`config.mk`:
```
export PLATFORM = sky130hd
export DESIGN_NAME = multicycle_cpu_control_fsm
export DESIGN_NICKNAME = d
export VERILOG_FILES = /design/src/design/mcfsm_pkg.sv /design/src/design/mcfsm_next_state.sv /design/src/design/multicycle_cpu_control_fsm.sv
export SDC_FILE = /design/constraint.sdc
export NUM_CORES = 1
export LEC_CHECK = 0
export ABC_AREA = 1
export ABC_CLOCK_PERIOD_IN_PS = 3400
export CAP_MARGIN = 20
export CELL_PAD_IN_SITES_DETAIL_PLACEMENT = 1
export CELL_PAD_IN_SITES_GLOBAL_PLACEMENT = 1
export CORE_AREA = 2 2 85 46
export DETAILED_ROUTE_END_ITERATION = 10
export DIE_AREA = 0 0 87 48
export DONT_BUFFER_PORTS = 1
export GPL_TIMING_DRIVEN = 0
export PLACE_DENSITY_LB_ADDON = 0.05
export SYNTH_ARGS = -nofsm -noshare
export SYNTH_HDL_FRONTEND = slang
export SYNTH_SLANG_ARGS = --single-unit
```
`constraint.sdc`:
```
create_clock -name clk -period 3.4 [get_ports clk]
set_clock_uncertainty 0.2 [all_clocks]
set_input_delay 0.17 -clock clk [delete_from_list [all_inputs] [get_ports clk]]
set_output_delay 0.17 -clock clk [all_outputs]
set_load 0.02 [all_outputs]
```
`src/design/mcfsm_pkg.sv`:
```
// package: control state codes, opcode and mode codes, item and result types
`timescale 1ns / 1ps

package mcfsm_pkg;

    localparam int STATE_W = 5;
    localparam int IN_TDATA_W = 16;
    localparam int OUT_TDATA_W = 8;

    // control state codes
    localparam logic [STATE_W-1:0] ST_FETCH       = 5'd1;
    localparam logic [STATE_W-1:0] ST_DECODE      = 5'd2;
    localparam logic [STATE_W-1:0] ST_OPERAND     = 5'd3;
    localparam logic [STATE_W-1:0] ST_STORE_A     = 5'd4;
    localparam logic [STATE_W-1:0] ST_STORE_B     = 5'd5;
    localparam logic [STATE_W-1:0] ST_STORE_C     = 5'd6;
    localparam logic [STATE_W-1:0] ST_ADDR_IND    = 5'd7;
    localparam logic [STATE_W-1:0] ST_STORE_IMM   = 5'd8;
    localparam logic [STATE_W-1:0] ST_ADDR_IDX    = 5'd9;
    localparam logic [STATE_W-1:0] ST_LOAD        = 5'd10;
    localparam logic [STATE_W-1:0] ST_ADDR_IDX2   = 5'd11;
    localparam logic [STATE_W-1:0] ST_ALU         = 5'd12;
    localparam logic [STATE_W-1:0] ST_UNARY       = 5'd13;
    localparam logic [STATE_W-1:0] ST_BRANCH      = 5'd14;
    localparam logic [STATE_W-1:0] ST_BRANCH_DIR  = 5'd15;
    localparam logic [STATE_W-1:0] ST_BRANCH_SKIP = 5'd16;
    localparam logic [STATE_W-1:0] ST_BRANCH_IDX  = 5'd17;
    localparam logic [STATE_W-1:0] ST_JSR_A       = 5'd18;
    localparam logic [STATE_W-1:0] ST_JSR_B       = 5'd19;
    localparam logic [STATE_W-1:0] ST_JSR_C       = 5'd20;
    localparam logic [STATE_W-1:0] ST_JSR_D       = 5'd21;
    localparam logic [STATE_W-1:0] ST_JSR_IDX     = 5'd22;
    localparam logic [STATE_W-1:0] ST_ADDR_IND2   = 5'd23;

    // opcodes
    localparam logic [3:0] OP_NOP = 4'd0;
    localparam logic [3:0] OP_STR = 4'd1;
    localparam logic [3:0] OP_LDR = 4'd2;
    localparam logic [3:0] OP_ADD = 4'd3;
    localparam logic [3:0] OP_OR  = 4'd4;
    localparam logic [3:0] OP_AND = 4'd5;
    localparam logic [3:0] OP_NOT = 4'd6;
    localparam logic [3:0] OP_SUB = 4'd7;
    localparam logic [3:0] OP_JMP = 4'd8;
    localparam logic [3:0] OP_JN  = 4'd9;
    localparam logic [3:0] OP_JZ  = 4'd10;
    localparam logic [3:0] OP_JC  = 4'd11;
    localparam logic [3:0] OP_JSR = 4'd12;
    localparam logic [3:0] OP_NEG = 4'd13;
    localparam logic [3:0] OP_SHR = 4'd14;
    localparam logic [3:0] OP_HLT = 4'd15;

    // addressing modes
    localparam logic [1:0] MODE_DIRECT    = 2'd0;
    localparam logic [1:0] MODE_INDIRECT  = 2'd1;
    localparam logic [1:0] MODE_IMMEDIATE = 2'd2;
    localparam logic [1:0] MODE_INDEXED   = 2'd3;

    // input item, opcode in the lowest bits
    typedef struct packed {
        logic       flag_carry;
        logic       flag_zero;
        logic       flag_negative;
        logic [1:0] address_mode;
        logic [3:0] opcode;
    } mcfsm_item_t;

    // result item, next_state in the lowest bits
    typedef struct packed {
        logic               halted;
        logic [STATE_W-1:0] next_state;
    } mcfsm_result_t;

    // step decision from the next-state logic
    typedef struct packed {
        logic [STATE_W-1:0] next_state;
        logic               halt_set;
    } mcfsm_step_t;

endpackage

```
`src/design/mcfsm_next_state.sv`:
```
// combinational next-state logic of the control sequencer
`timescale 1ns / 1ps

module mcfsm_next_state (
    input  logic [mcfsm_pkg::STATE_W-1:0] state,
    input  logic                          halt,
    input  mcfsm_pkg::mcfsm_item_t        item,
    output mcfsm_pkg::mcfsm_step_t        step
);

    logic [3:0] op;
    logic [1:0] md;
    logic       alu;
    logic       cond_taken;
    logic       cond_not_taken;
    logic       taken;
    logic [mcfsm_pkg::STATE_W-1:0] adv;
    logic       hlt_hit;

    assign op = item.opcode;
    assign md = item.address_mode;

    assign alu = (op == mcfsm_pkg::OP_ADD) || (op == mcfsm_pkg::OP_SUB)
              || (op == mcfsm_pkg::OP_AND) || (op == mcfsm_pkg::OP_OR);
    assign cond_taken = (op == mcfsm_pkg::OP_JN && item.flag_negative)
                     || (op == mcfsm_pkg::OP_JZ && item.flag_zero)
                     || (op == mcfsm_pkg::OP_JC && item.flag_carry);
    assign cond_not_taken = (op == mcfsm_pkg::OP_JN && !item.flag_negative)
                         || (op == mcfsm_pkg::OP_JZ && !item.flag_zero)
                         || (op == mcfsm_pkg::OP_JC && !item.flag_carry);
    assign taken = cond_taken || (op == mcfsm_pkg::OP_JMP);

    always_comb
    begin
        adv     = mcfsm_pkg::ST_FETCH;
        hlt_hit = 1'b0;
        unique case (state) inside
            mcfsm_pkg::ST_FETCH:
            begin
                adv = mcfsm_pkg::ST_DECODE;
            end
            mcfsm_pkg::ST_DECODE:
            begin
                if (op == mcfsm_pkg::OP_NOT || op == mcfsm_pkg::OP_NEG
                    || op == mcfsm_pkg::OP_SHR)
                    adv = mcfsm_pkg::ST_UNARY;
                else if (cond_not_taken)
                    adv = mcfsm_pkg::ST_BRANCH_SKIP;
                else if (md == mcfsm_pkg::MODE_IMMEDIATE
                         && (taken || op == mcfsm_pkg::OP_JSR))
                    adv = mcfsm_pkg::ST_BRANCH_SKIP;
                else if (taken)
                    adv = mcfsm_pkg::ST_BRANCH;
                else if (op == mcfsm_pkg::OP_NOP)
                    adv = mcfsm_pkg::ST_FETCH;
                else if (op == mcfsm_pkg::OP_HLT)
                begin
                    adv     = mcfsm_pkg::ST_DECODE;
                    hlt_hit = 1'b1;
                end
                else
                    adv = mcfsm_pkg::ST_OPERAND;
            end
            mcfsm_pkg::ST_OPERAND:
            begin
                if (md == mcfsm_pkg::MODE_IMMEDIATE && op == mcfsm_pkg::OP_LDR)
                    adv = mcfsm_pkg::ST_LOAD;
                else if (md == mcfsm_pkg::MODE_IMMEDIATE && alu)
                    adv = mcfsm_pkg::ST_ALU;
                else if (md == mcfsm_pkg::MODE_INDIRECT)
                    adv = mcfsm_pkg::ST_ADDR_IND;
                else if (md == mcfsm_pkg::MODE_DIRECT && (op == mcfsm_pkg::OP_LDR || alu))
                    adv = mcfsm_pkg::ST_ADDR_IND;
                else if (md == mcfsm_pkg::MODE_INDEXED
                         && (op == mcfsm_pkg::OP_STR || op == mcfsm_pkg::OP_LDR || alu))
                    adv = mcfsm_pkg::ST_ADDR_IDX;
                else if (md == mcfsm_pkg::MODE_IMMEDIATE && op == mcfsm_pkg::OP_STR)
                    adv = mcfsm_pkg::ST_STORE_IMM;
                else if (md == mcfsm_pkg::MODE_DIRECT && op == mcfsm_pkg::OP_STR)
                    adv = mcfsm_pkg::ST_STORE_A;
                else if (md == mcfsm_pkg::MODE_DIRECT && op == mcfsm_pkg::OP_JSR)
                    adv = mcfsm_pkg::ST_JSR_A;
                else if (md == mcfsm_pkg::MODE_INDEXED && op == mcfsm_pkg::OP_JSR)
                    adv = mcfsm_pkg::ST_JSR_IDX;
                else if (taken)
                    adv = mcfsm_pkg::ST_BRANCH_DIR;
                else
                    adv = mcfsm_pkg::ST_FETCH;
            end
            mcfsm_pkg::ST_STORE_A:
            begin
                adv = mcfsm_pkg::ST_STORE_B;
            end
            mcfsm_pkg::ST_STORE_B:
            begin
                adv = mcfsm_pkg::ST_STORE_C;
            end
            mcfsm_pkg::ST_ADDR_IND:
            begin
                if (md == mcfsm_pkg::MODE_DIRECT && alu)
                    adv = mcfsm_pkg::ST_ALU;
                else if (md == mcfsm_pkg::MODE_DIRECT && op == mcfsm_pkg::OP_LDR)
                    adv = mcfsm_pkg::ST_LOAD;
                else if (op == mcfsm_pkg::OP_JSR)
                    adv = mcfsm_pkg::ST_JSR_A;
                else if (op == mcfsm_pkg::OP_STR)
                    adv = mcfsm_pkg::ST_STORE_A;
                else if (op == mcfsm_pkg::OP_LDR || alu)
                    adv = mcfsm_pkg::ST_ADDR_IND2;
                else
                    adv = mcfsm_pkg::ST_FETCH;
            end
            mcfsm_pkg::ST_STORE_IMM:
            begin
                adv = mcfsm_pkg::ST_STORE_B;
            end
            mcfsm_pkg::ST_ADDR_IDX:
            begin
                if (op == mcfsm_pkg::OP_STR)
                    adv = mcfsm_pkg::ST_STORE_B;
                else if (op == mcfsm_pkg::OP_LDR || alu)
                    adv = mcfsm_pkg::ST_ADDR_IDX2;
                else
                    adv = mcfsm_pkg::ST_FETCH;
            end
            mcfsm_pkg::ST_ADDR_IDX2, mcfsm_pkg::ST_ADDR_IND2:
            begin
                if (op == mcfsm_pkg::OP_LDR)
                    adv = mcfsm_pkg::ST_LOAD;
                else if (alu)
                    adv = mcfsm_pkg::ST_ALU;
                else
                    adv = mcfsm_pkg::ST_FETCH;
            end
            mcfsm_pkg::ST_BRANCH:
            begin
                if (md == mcfsm_pkg::MODE_DIRECT)
                    adv = mcfsm_pkg::ST_BRANCH_DIR;
                else if (md == mcfsm_pkg::MODE_INDIRECT)
                    adv = mcfsm_pkg::ST_ADDR_IND;
                else if (md == mcfsm_pkg::MODE_INDEXED)
                    adv = mcfsm_pkg::ST_BRANCH_IDX;
                else
                    adv = mcfsm_pkg::ST_FETCH;
            end
            mcfsm_pkg::ST_JSR_A:
            begin
                adv = mcfsm_pkg::ST_JSR_B;
            end
            mcfsm_pkg::ST_JSR_B:
            begin
                adv = mcfsm_pkg::ST_JSR_C;
            end
            mcfsm_pkg::ST_JSR_C:
            begin
                adv = mcfsm_pkg::ST_JSR_D;
            end
            mcfsm_pkg::ST_JSR_IDX:
            begin
                adv = mcfsm_pkg::ST_JSR_B;
            end
            default:
            begin
                adv = mcfsm_pkg::ST_FETCH;
            end
        endcase
    end

    // a latched halt freezes the state
    always_comb
    begin
        if (halt)
        begin
            step.next_state = state;
            step.halt_set   = 1'b0;
        end
        else
        begin
            step.next_state = adv;
            step.halt_set   = hlt_hit;
        end
    end

endmodule

```
`src/design/multicycle_cpu_control_fsm.sv`:
```
// top level: stream wrapper around the multicycle cpu control sequencer
`timescale 1ns / 1ps

// usage
//   s_* channel: one transaction per processor tick, carrying the decoded
//     opcode, addressing mode and the n, z, c flags of that tick
//   m_* channel: one transaction per input transaction, carrying the control
//     state entered after that tick and the sticky halt flag
//   path: the input transaction passes through the input register, then the
//     result register, before m_tvalid rises for its result
//   throughput: one transaction per cycle while m_tready stays high; the
//     control state register updates on each tick moved to the result stage
//   reset: rst_n low clears both stages, puts the control state at fetch
//     and clears the halt flag
//   stall: while m_tready is low the result holds; the input register still
//     takes one more transaction, then s_tready drops until the result moves
//   once hlt is decoded every later result repeats the frozen state with
//     halted set, until reset

module multicycle_cpu_control_fsm (
    input  logic                                  clk,
    input  logic                                  rst_n,
    input  logic                                  s_tvalid,
    output logic                                  s_tready,
    // opcode[3:0], address_mode[5:4], flag_negative[6], flag_zero[7],
    // flag_carry[8], zero fill [15:9]
    input  logic [mcfsm_pkg::IN_TDATA_W-1:0]      s_tdata,
    output logic                                  m_tvalid,
    input  logic                                  m_tready,
    // next_state[4:0], halted[5], zero fill [7:6]
    output logic [mcfsm_pkg::OUT_TDATA_W-1:0]     m_tdata
);

    localparam int ITEM_W = $bits(mcfsm_pkg::mcfsm_item_t);
    localparam int RES_W  = $bits(mcfsm_pkg::mcfsm_result_t);

    // input stage
    logic                           in_valid_reg;
    logic                           in_valid_next;
    mcfsm_pkg::mcfsm_item_t         in_item_reg;

    // result stage
    logic                           out_valid_reg;
    logic                           out_valid_next;
    mcfsm_pkg::mcfsm_result_t       out_result_reg;
    mcfsm_pkg::mcfsm_result_t       out_result_next;

    // sequencer state
    logic [mcfsm_pkg::STATE_W-1:0]  state_reg;
    logic [mcfsm_pkg::STATE_W-1:0]  state_next;
    logic                           halt_reg;
    logic                           halt_next;

    logic                           s_fire;
    logic                           advance;
    mcfsm_pkg::mcfsm_step_t         step;

    // a tick moves on when the result stage is empty or being drained
    assign advance  = in_valid_reg && (!out_valid_reg || m_tready);
    assign s_tready = !in_valid_reg || advance;
    assign s_fire   = s_tvalid && s_tready;

    mcfsm_next_state u_next_state (
        .state (state_reg),
        .halt  (halt_reg),
        .item  (in_item_reg),
        .step  (step)
    );

    always_comb
    begin
        in_valid_next  = in_valid_reg;
        out_valid_next = out_valid_reg;
        state_next     = state_reg;
        halt_next      = halt_reg;
        if (advance)
        begin
            state_next = step.next_state;
            halt_next  = halt_reg | step.halt_set;
        end
        if (s_fire)
            in_valid_next = 1'b1;
        else if (advance)
            in_valid_next = 1'b0;
        if (advance)
            out_valid_next = 1'b1;
        else if (m_tready)
            out_valid_next = 1'b0;
        out_result_next.next_state = state_next;
        out_result_next.halted     = halt_next;
    end

    always_ff @(posedge clk or negedge rst_n)
    begin
        if (!rst_n)
        begin
            in_valid_reg  <= 1'b0;
            out_valid_reg <= 1'b0;
            state_reg     <= mcfsm_pkg::ST_FETCH;
            halt_reg      <= 1'b0;
        end
        else
        begin
            in_valid_reg  <= in_valid_next;
            out_valid_reg <= out_valid_next;
            state_reg     <= state_next;
            halt_reg      <= halt_next;
        end
    end

    // payload registers, no reset
    always_ff @(posedge clk)
    begin
        if (s_fire)
            in_item_reg <= mcfsm_pkg::mcfsm_item_t'(s_tdata[ITEM_W-1:0]);
        if (advance)
            out_result_reg <= out_result_next;
    end

    assign m_tvalid = out_valid_reg;
    assign m_tdata  = {{(mcfsm_pkg::OUT_TDATA_W - RES_W){1'b0}}, out_result_reg};

endmodule

```
==> Word level (Yosys, flattened, before mapping) <==
Index checks and enable logic that the tools add are counted.
{ "totals": {"reg_bits": 23, "in_bits": 20, "out_inout_bits": 10, "word_cells": 135} }
{ "op_classes": {"eq_ne": 33, "muxes": 43, "bitwise_logic": 1, "n_reduce_logical": 47} }
{ "ops": {"columns": ["cell", "count"], "rows": [
  ["$mux 5", 25],
  ["$pmux 5 s12", 1],
  ["$eq 4x4->1 const B", 8],
  ["$eq 5x5->1 const B", 5],
  ["$eq 5x4->1 const B", 4],
  ["$logic_and 1x1->1", 19],
  ["$eq 4x3->1 const B", 4],
  ["$logic_or 1x1->1", 16],
  ["$eq 5x3->1 const B", 3],
  ["$mux 1", 13],
  ["$mux 4", 3],
  ["$eq 5x2->1 const B", 2],
  ["$eq 4x2->1 const B", 2],
  ["$mux 6", 1],
  ["$reduce_or 2->1", 3],
  ["$eq 5x1->1 const B", 1],
  ["$logic_not 1->1", 5],
  ["$eq 2x2->1 const B", 2],
  ["$eq 4x1->1 const B", 1],
  ["$logic_not 4->1", 1],
  ["$reduce_bool 2->1", 2],
  ["$eq 2x1->1 const B", 1],
  ["$logic_not 2->1", 1],
  ["$or 1x1->1", 1]
]} }

==> Longest topological paths before layout <==
{ "depth": {"depth_word": 19, "ltp_mapped": 12, "ltp_nobuf": 12} }

==> Hierarchy <==
A second synthesis with hierarchy kept.
{ "hier_totals": {"cells_unflattened": 247, "area_unflattened_um2": 1660.3} }
{ "modules_own_cells": {"columns": ["module", "n_inst", "cells_each", "area_each_um2", "seq_area_each_um2"], "rows": [
  ["mcfsm_next_state", 1, 193, 863.3, 0.0],
  ["multicycle_cpu_control_fsm", 1, 54, 797.0, 651.9]
]} }

==> Worst setup path after synthesis <==
No wires, ideal clock.
{ "synth_timing": {"path_type": "register to register", "start": "reg state_reg[0] (netlist name)", "end": "reg out_result_reg (netlist bit m_tdata[0]) (data pin)", "setup_ps": 255, "arrival_time_ps": 1315, "required_ps": 2945, "setup_slack_ps": 1631, "path_stages_with_launch": 12, "path_buffers": 0, "synth_period_minus_slack_ps": 1769, "cell_sequence": "dfstp_2 inv_2 nor2_2 nand2_2 nor2_4 inv_2 nand3_2 nor2_1 nor2_1 nand3_1 nor2_1 nor2_1"} }
{ "synth_between": {"elab_chain_len": 5, "elab_cells_between_ends": 21, "classes_between": "eq/ne (15); mux (3); reduce/logical (3)"} }
{ "synth_rtl": {"columns": ["element", "line_no", "rtl"], "rows": [
  ["start, declared", "multicycle_cpu_control_fsm.sv:49", "logic [mcfsm_pkg::STATE_W-1:0] state_reg;"],
  ["start signal, assigned", "multicycle_cpu_control_fsm.sv:99", "state_reg <= mcfsm_pkg::ST_FETCH;"],
  ["start signal, assigned", "multicycle_cpu_control_fsm.sv:106", "state_reg <= state_next;"],
  ["$eq 5x5->1 (no line) (tied with other cells)", null, null],
  ["$reduce_or 2->1 (on tied branches)", null, null],
  ["$pmux 5 s12", "mcfsm_next_state.sv:37", "unique case (state) inside"],
  ["$mux 6", "mcfsm_next_state.sv:172", "if (halt)"],
  ["$mux 5 *", "multicycle_cpu_control_fsm.sv:76", "if (advance)"],
  ["named net state_next (one bit)", "multicycle_cpu_control_fsm.sv:50", "logic [mcfsm_pkg::STATE_W-1:0] state_next;"],
  ["end signal, assigned", "multicycle_cpu_control_fsm.sv:117", "out_result_reg <= out_result_next;"],
  ["end, declared", "multicycle_cpu_control_fsm.sv:45", "mcfsm_pkg::mcfsm_result_t out_result_reg;"]
]} }
Mark *: on every way through the listed nets, which the timed path passes. The rest lies on a longest branch.
A chain may end at the register's enable or synchronous reset.

==> Worst setup path in the final report <==
{ "layout_timing": {"start": "reg in_item_reg[1] (netlist name)", "end": "reg out_result_reg (netlist bit m_tdata[2]) (data pin)"} }
{ "layout_between": {"elab_chain_len": 18, "elab_cells_between_ends": 70, "classes_between": "eq/ne (14); mux (25); reduce/logical (31)"} }
{ "layout_rtl": {"columns": ["element", "line_no", "rtl"], "rows": [
  ["start, declared", "multicycle_cpu_control_fsm.sv:40", "mcfsm_pkg::mcfsm_item_t in_item_reg;"],
  ["start signal, assigned", "multicycle_cpu_control_fsm.sv:115", "in_item_reg <= mcfsm_pkg::mcfsm_item_t'(s_tdata[ITEM_W-1:0]);"],
  ["$eq 4x4->1 (on tied branches)", null, null],
  ["$logic_and 1x1->1 (on tied branches)", "mcfsm_next_state.sv:25, mcfsm_next_state.sv:26", null],
  ["$logic_or 1x1->1", "mcfsm_next_state.sv:26", "|| (op == mcfsm_pkg::OP_JZ && item.flag_zero)"],
  ["$logic_or 1x1->1", "mcfsm_next_state.sv:27", "|| (op == mcfsm_pkg::OP_JC && item.flag_carry);"],
  ["$logic_or 1x1->1", "mcfsm_next_state.sv:31", "assign taken = cond_taken || (op == mcfsm_pkg::OP_JMP);"],
  ["$mux 4", "mcfsm_next_state.sv:85", "else if (taken)"],
  ["$mux 5", "mcfsm_next_state.sv:83", "else if (md == mcfsm_pkg::MODE_INDEXED && op == mcfsm_pkg::OP_JSR)"],
  ["$mux 5", "mcfsm_next_state.sv:81", "else if (md == mcfsm_pkg::MODE_DIRECT && op == mcfsm_pkg::OP_JSR)"],
  ["(+3 left out)", null, null],
  ["$mux 5", "mcfsm_next_state.sv:72", "else if (md == mcfsm_pkg::MODE_DIRECT && (op == mcfsm_pkg::OP_LDR || alu))"],
  ["$mux 5", "mcfsm_next_state.sv:70", "else if (md == mcfsm_pkg::MODE_INDIRECT)"],
  ["$mux 5", "mcfsm_next_state.sv:68", "else if (md == mcfsm_pkg::MODE_IMMEDIATE && alu)"],
  ["$mux 5", "mcfsm_next_state.sv:66", "if (md == mcfsm_pkg::MODE_IMMEDIATE && op == mcfsm_pkg::OP_LDR)"],
  ["$pmux 5 s12 *", "mcfsm_next_state.sv:37", null],
  ["$mux 6 *", "mcfsm_next_state.sv:172", null],
  ["$mux 5 *", "multicycle_cpu_control_fsm.sv:76", null],
  ["named net state_next (one bit)", "multicycle_cpu_control_fsm.sv:50", null]
]} }
Marked as above.

==> results summary <==
The global route total overflow is 0. The maximum number of pins on one net before global-route repair is 14. The total wirelength of the detailed-routed design is 4.00 mm. The final weighted congestion in routability-driven placement is 0.881.

Setup repair after global routing left no endpoint under its margin. Compared with the post-synthesis result, the final layout area differs by 14.0%. For this run, asynchronously set or reset flops after synthesis account for 34.8%.

The number of synthesis warnings is 0. The fraction of final layout cells with drive strength greater than 1 is 18.5%. The worst setup path is launched from a flop. The post-placement cell count came out at 269. The floorplan row count is 15.

The worst endpoint required time came out at 3.22 ns. The shortest clock period the worst path allows after layout is 1.99 ns. From left edge to right edge, the die measures 87 µm. The largest total area in the synthesized netlist belongs to edfxtp_1.

The worst hold margin is 0.0537 ns. The worst register-to-register path begins at in_item_reg[1]. The global-route wire length before repair came out at 6.73 mm. The die height is 48 µm. The count of final hold-check violations is 0. The via total after detailed routing is 1505. The post-layout net count is 264.

The reg2reg setup slack is 1.41 ns. The mean instance size in the synthesized netlist is 7.05 µm². The number of antenna diodes in the final layout is 0. The final period utilization is 58.4%. The multiplexer fraction of the synthesized cell area came out at 0%. The cell sitting at the root of the clock tree is a clkbuf_8. The portion of synthesized cell area occupied by the leading cell type is 28.3%. The worst path arrival time is 1.80 ns.

The count of buffers from port buffering is 0. The fraction of the mapped netlist area in adder cells is 0%. The HPWL after detailed placement is 3.20 mm. Excluding fillers, the count of instances in the completed layout stands at 285. The number of global-route vias before repair is 1410. The total track usage came out at 21.7%. The number of endpoints failing setup at the final stage is 0. The initial utilization of the core area, before any placement, comes to 47.4%. The count of final max-slew check failures is 0. The clock tree buffer depth came out at 2. The first routing iteration left 57 violations. Derived from the worst setup path, the maximum achievable clock frequency is 503 MHz. The synthesized design contains 15 enable-type register cells.

Sorting the synthesized cells by area gives the leading types as edfxtp_1, nand2_1, dfrtp_1, nor2_1, nand3_1. The max-capacitance violation count came out at 0. In this run the cell area of the synthesized design comes to 1590 µm². In this run the worst hold path is classified as input pin to async pin. The sum of negative setup slack came out at 0 ns. The die outline area is 4180 µm².

Among all cell types in the netlist, the one instantiated most often is nand2_1. The leakage dissipation came out at 0.900 nW. The critical path class is flop to flop. The highest net fanout along the worst path is 6. The final routed wire length divided by cell count is 14.0 µm. TritonCTS built the clock tree. STA classifies the critical path endpoint as a flop.

The post-CTS clock slew at the launch and capture registers of the worst setup and hold paths is 0.08 ns. The buffer count from post-CTS setup fixing came out at 0. The cell count of the worst reg-to-reg path came out at 10. The TritonCTS buffer count is 3. The end of the worst register-to-register path is m_tdata[2].

The sequential-to-total area share from yosys stat came out at 40.9%. The number of antenna violations at the first check in global routing came out at 0. The number of flip-flops under the largest register name came out at 9. The residual DRC count is 0.

The run finished with clean final reports. The number of vias per cell is 5.28. The worst supply voltage drop on vdd came out at 0.193 mV. In this run the power density over the cells is 594 nW/µm².

In the synthesized netlist, the number of instances is 226. By count the netlist is led by nand2_1, nor2_1, nand3_1, inv_1, edfxtp_1. Among all flip-flop cells after synthesis, the most frequent one is edfxtp_1. The critical path starts at in_item_reg[1]. The flip-flop and latch count after synthesis is 23. The distinct cell type count of the synthesized netlist is 28. The number of fill cells is 449. The parity-gate share of the synthesized area counting xor and xnor cells came out at 0%.

The synthesized-area fraction occupied by ao, oa, aoi and oai cells came out at 5.18%. The clock latency of the later-clocked register in the worst-skew pair is 0.27 ns. The area of the core is 3360 µm².

The largest family of logic cells by synthesized area is simple AND/OR/NAND/NOR gates. The first-pass detailed-route iteration total came out at 4. Once detail routing completed, the nets flagged for antenna violations numbered 0.

The clock sink count came out at 23. CTS built an H-tree with a depth of 1. The simple-gate portion of the synthesized area is 45.4%. Pin placement for this block handled 30 I/O pins.
==> kinds of logic after synthesis <==
kind of cell           Yosys count
other                            1
DFF                             23
AOI/OAI and AO/OA               11
buffers and inverters           32
and+or+nand+nor                159
==> how the worst max path moves through the flow <==
stage	to	slack [ns]
after global routing	m_tdata[1]	1.20
after floorplan	m_tdata[0]	1.63
final	m_tdata[2]	1.41
after detailed placement	m_tdata[0]	1.43
after global placement	m_tdata[0]	1.45
after CTS	m_tdata[1]	1.40
==> worst max-delay path, stage by stage (launching register included) <==
cell and delay (ns):
edfxtp_1 0.50, nand2_1 0.14, inv_1 0.07, nand3_1 0.10, nand3_2 0.16, nor3_1 0.20
nand3_1 0.11, nand2_1 0.07, nand2_1 0.06, nand2_1 0.06, nand2_1 0.07
==> stage by stage <==
stage / util (%) / worst slack [ns] / area [µm²] / power, W
after floorplan: - / 1.63 / 1600 / 0.000798
after global placement: 49.1 / 1.45 / 1650 / 0.000891
after detailed placement: 49.1 / 1.43 / 1650 / 0.000904
after CTS: 54.1 / 1.40 / 1820 / 0.00109
after global routing: 54.1 / 1.20 / 1820 / 0.00117
final: 54.1 / 1.41 / 1820 / 0.00108
==> area by class of cell <==
class	instances	area, µm²	area share [%]
Clock inverter	1	5.00	0.275
Multi-Input combinational cell	172	815	44.8
Tap cell	42	52.6	2.89
Timing Repair Buffer	12	120	6.61
Inverter	29	109	5.99
Buffer	3	22.5	1.24
Sequential cell	23	652	35.9
Clock buffer	3	41.3	2.27
==> power breakdown <==
group	leakage [nW]	internal [W]	switching, W	total [W]
Sequential	0.248	0.000376	0.0000844	0.000460
Combinational	0.627	0.000148	0.000301	0.000449
Clock	0.0255	0.0000819	0.0000887	0.000171
==> cell usage in the layout (no fill, tap or decap), drive strengths merged <==
cell         netlist  layout
a21oi              3       3
a31o               1       1
and2               1       1
buf                3       3
clkbuf             0       3
clkinv             0       1
conb               1       2
dfrtp              7       7
dfstp              1       1
dlygate4sd3        0      12
edfxtp            15      15
inv               29      29
nand2             75      75
nand3             27      27
nand3b             1       1
nand4              4       4
nor2              45      45
nor3               4       4
nor4               2       2
o211ai             1       1
o21ai              5       5
o21bai             1       1
==> repair_timing <==
action,in CTS,in global routing
hold endpoints to repair,19,0
gates resized for setup,0,0
hold buffers,12,0
==> metal layers <==
layer	up-vias	GRT usage [%]	part of all wire, %
li1	755	-	-
met2	31	36.5	45
met1	715	29.5	50
met3	4	5.17	4.4
met5	-	0	0
met4	0	4.06	0.52
No activity file was read; power rests on OpenSTA's default activity.
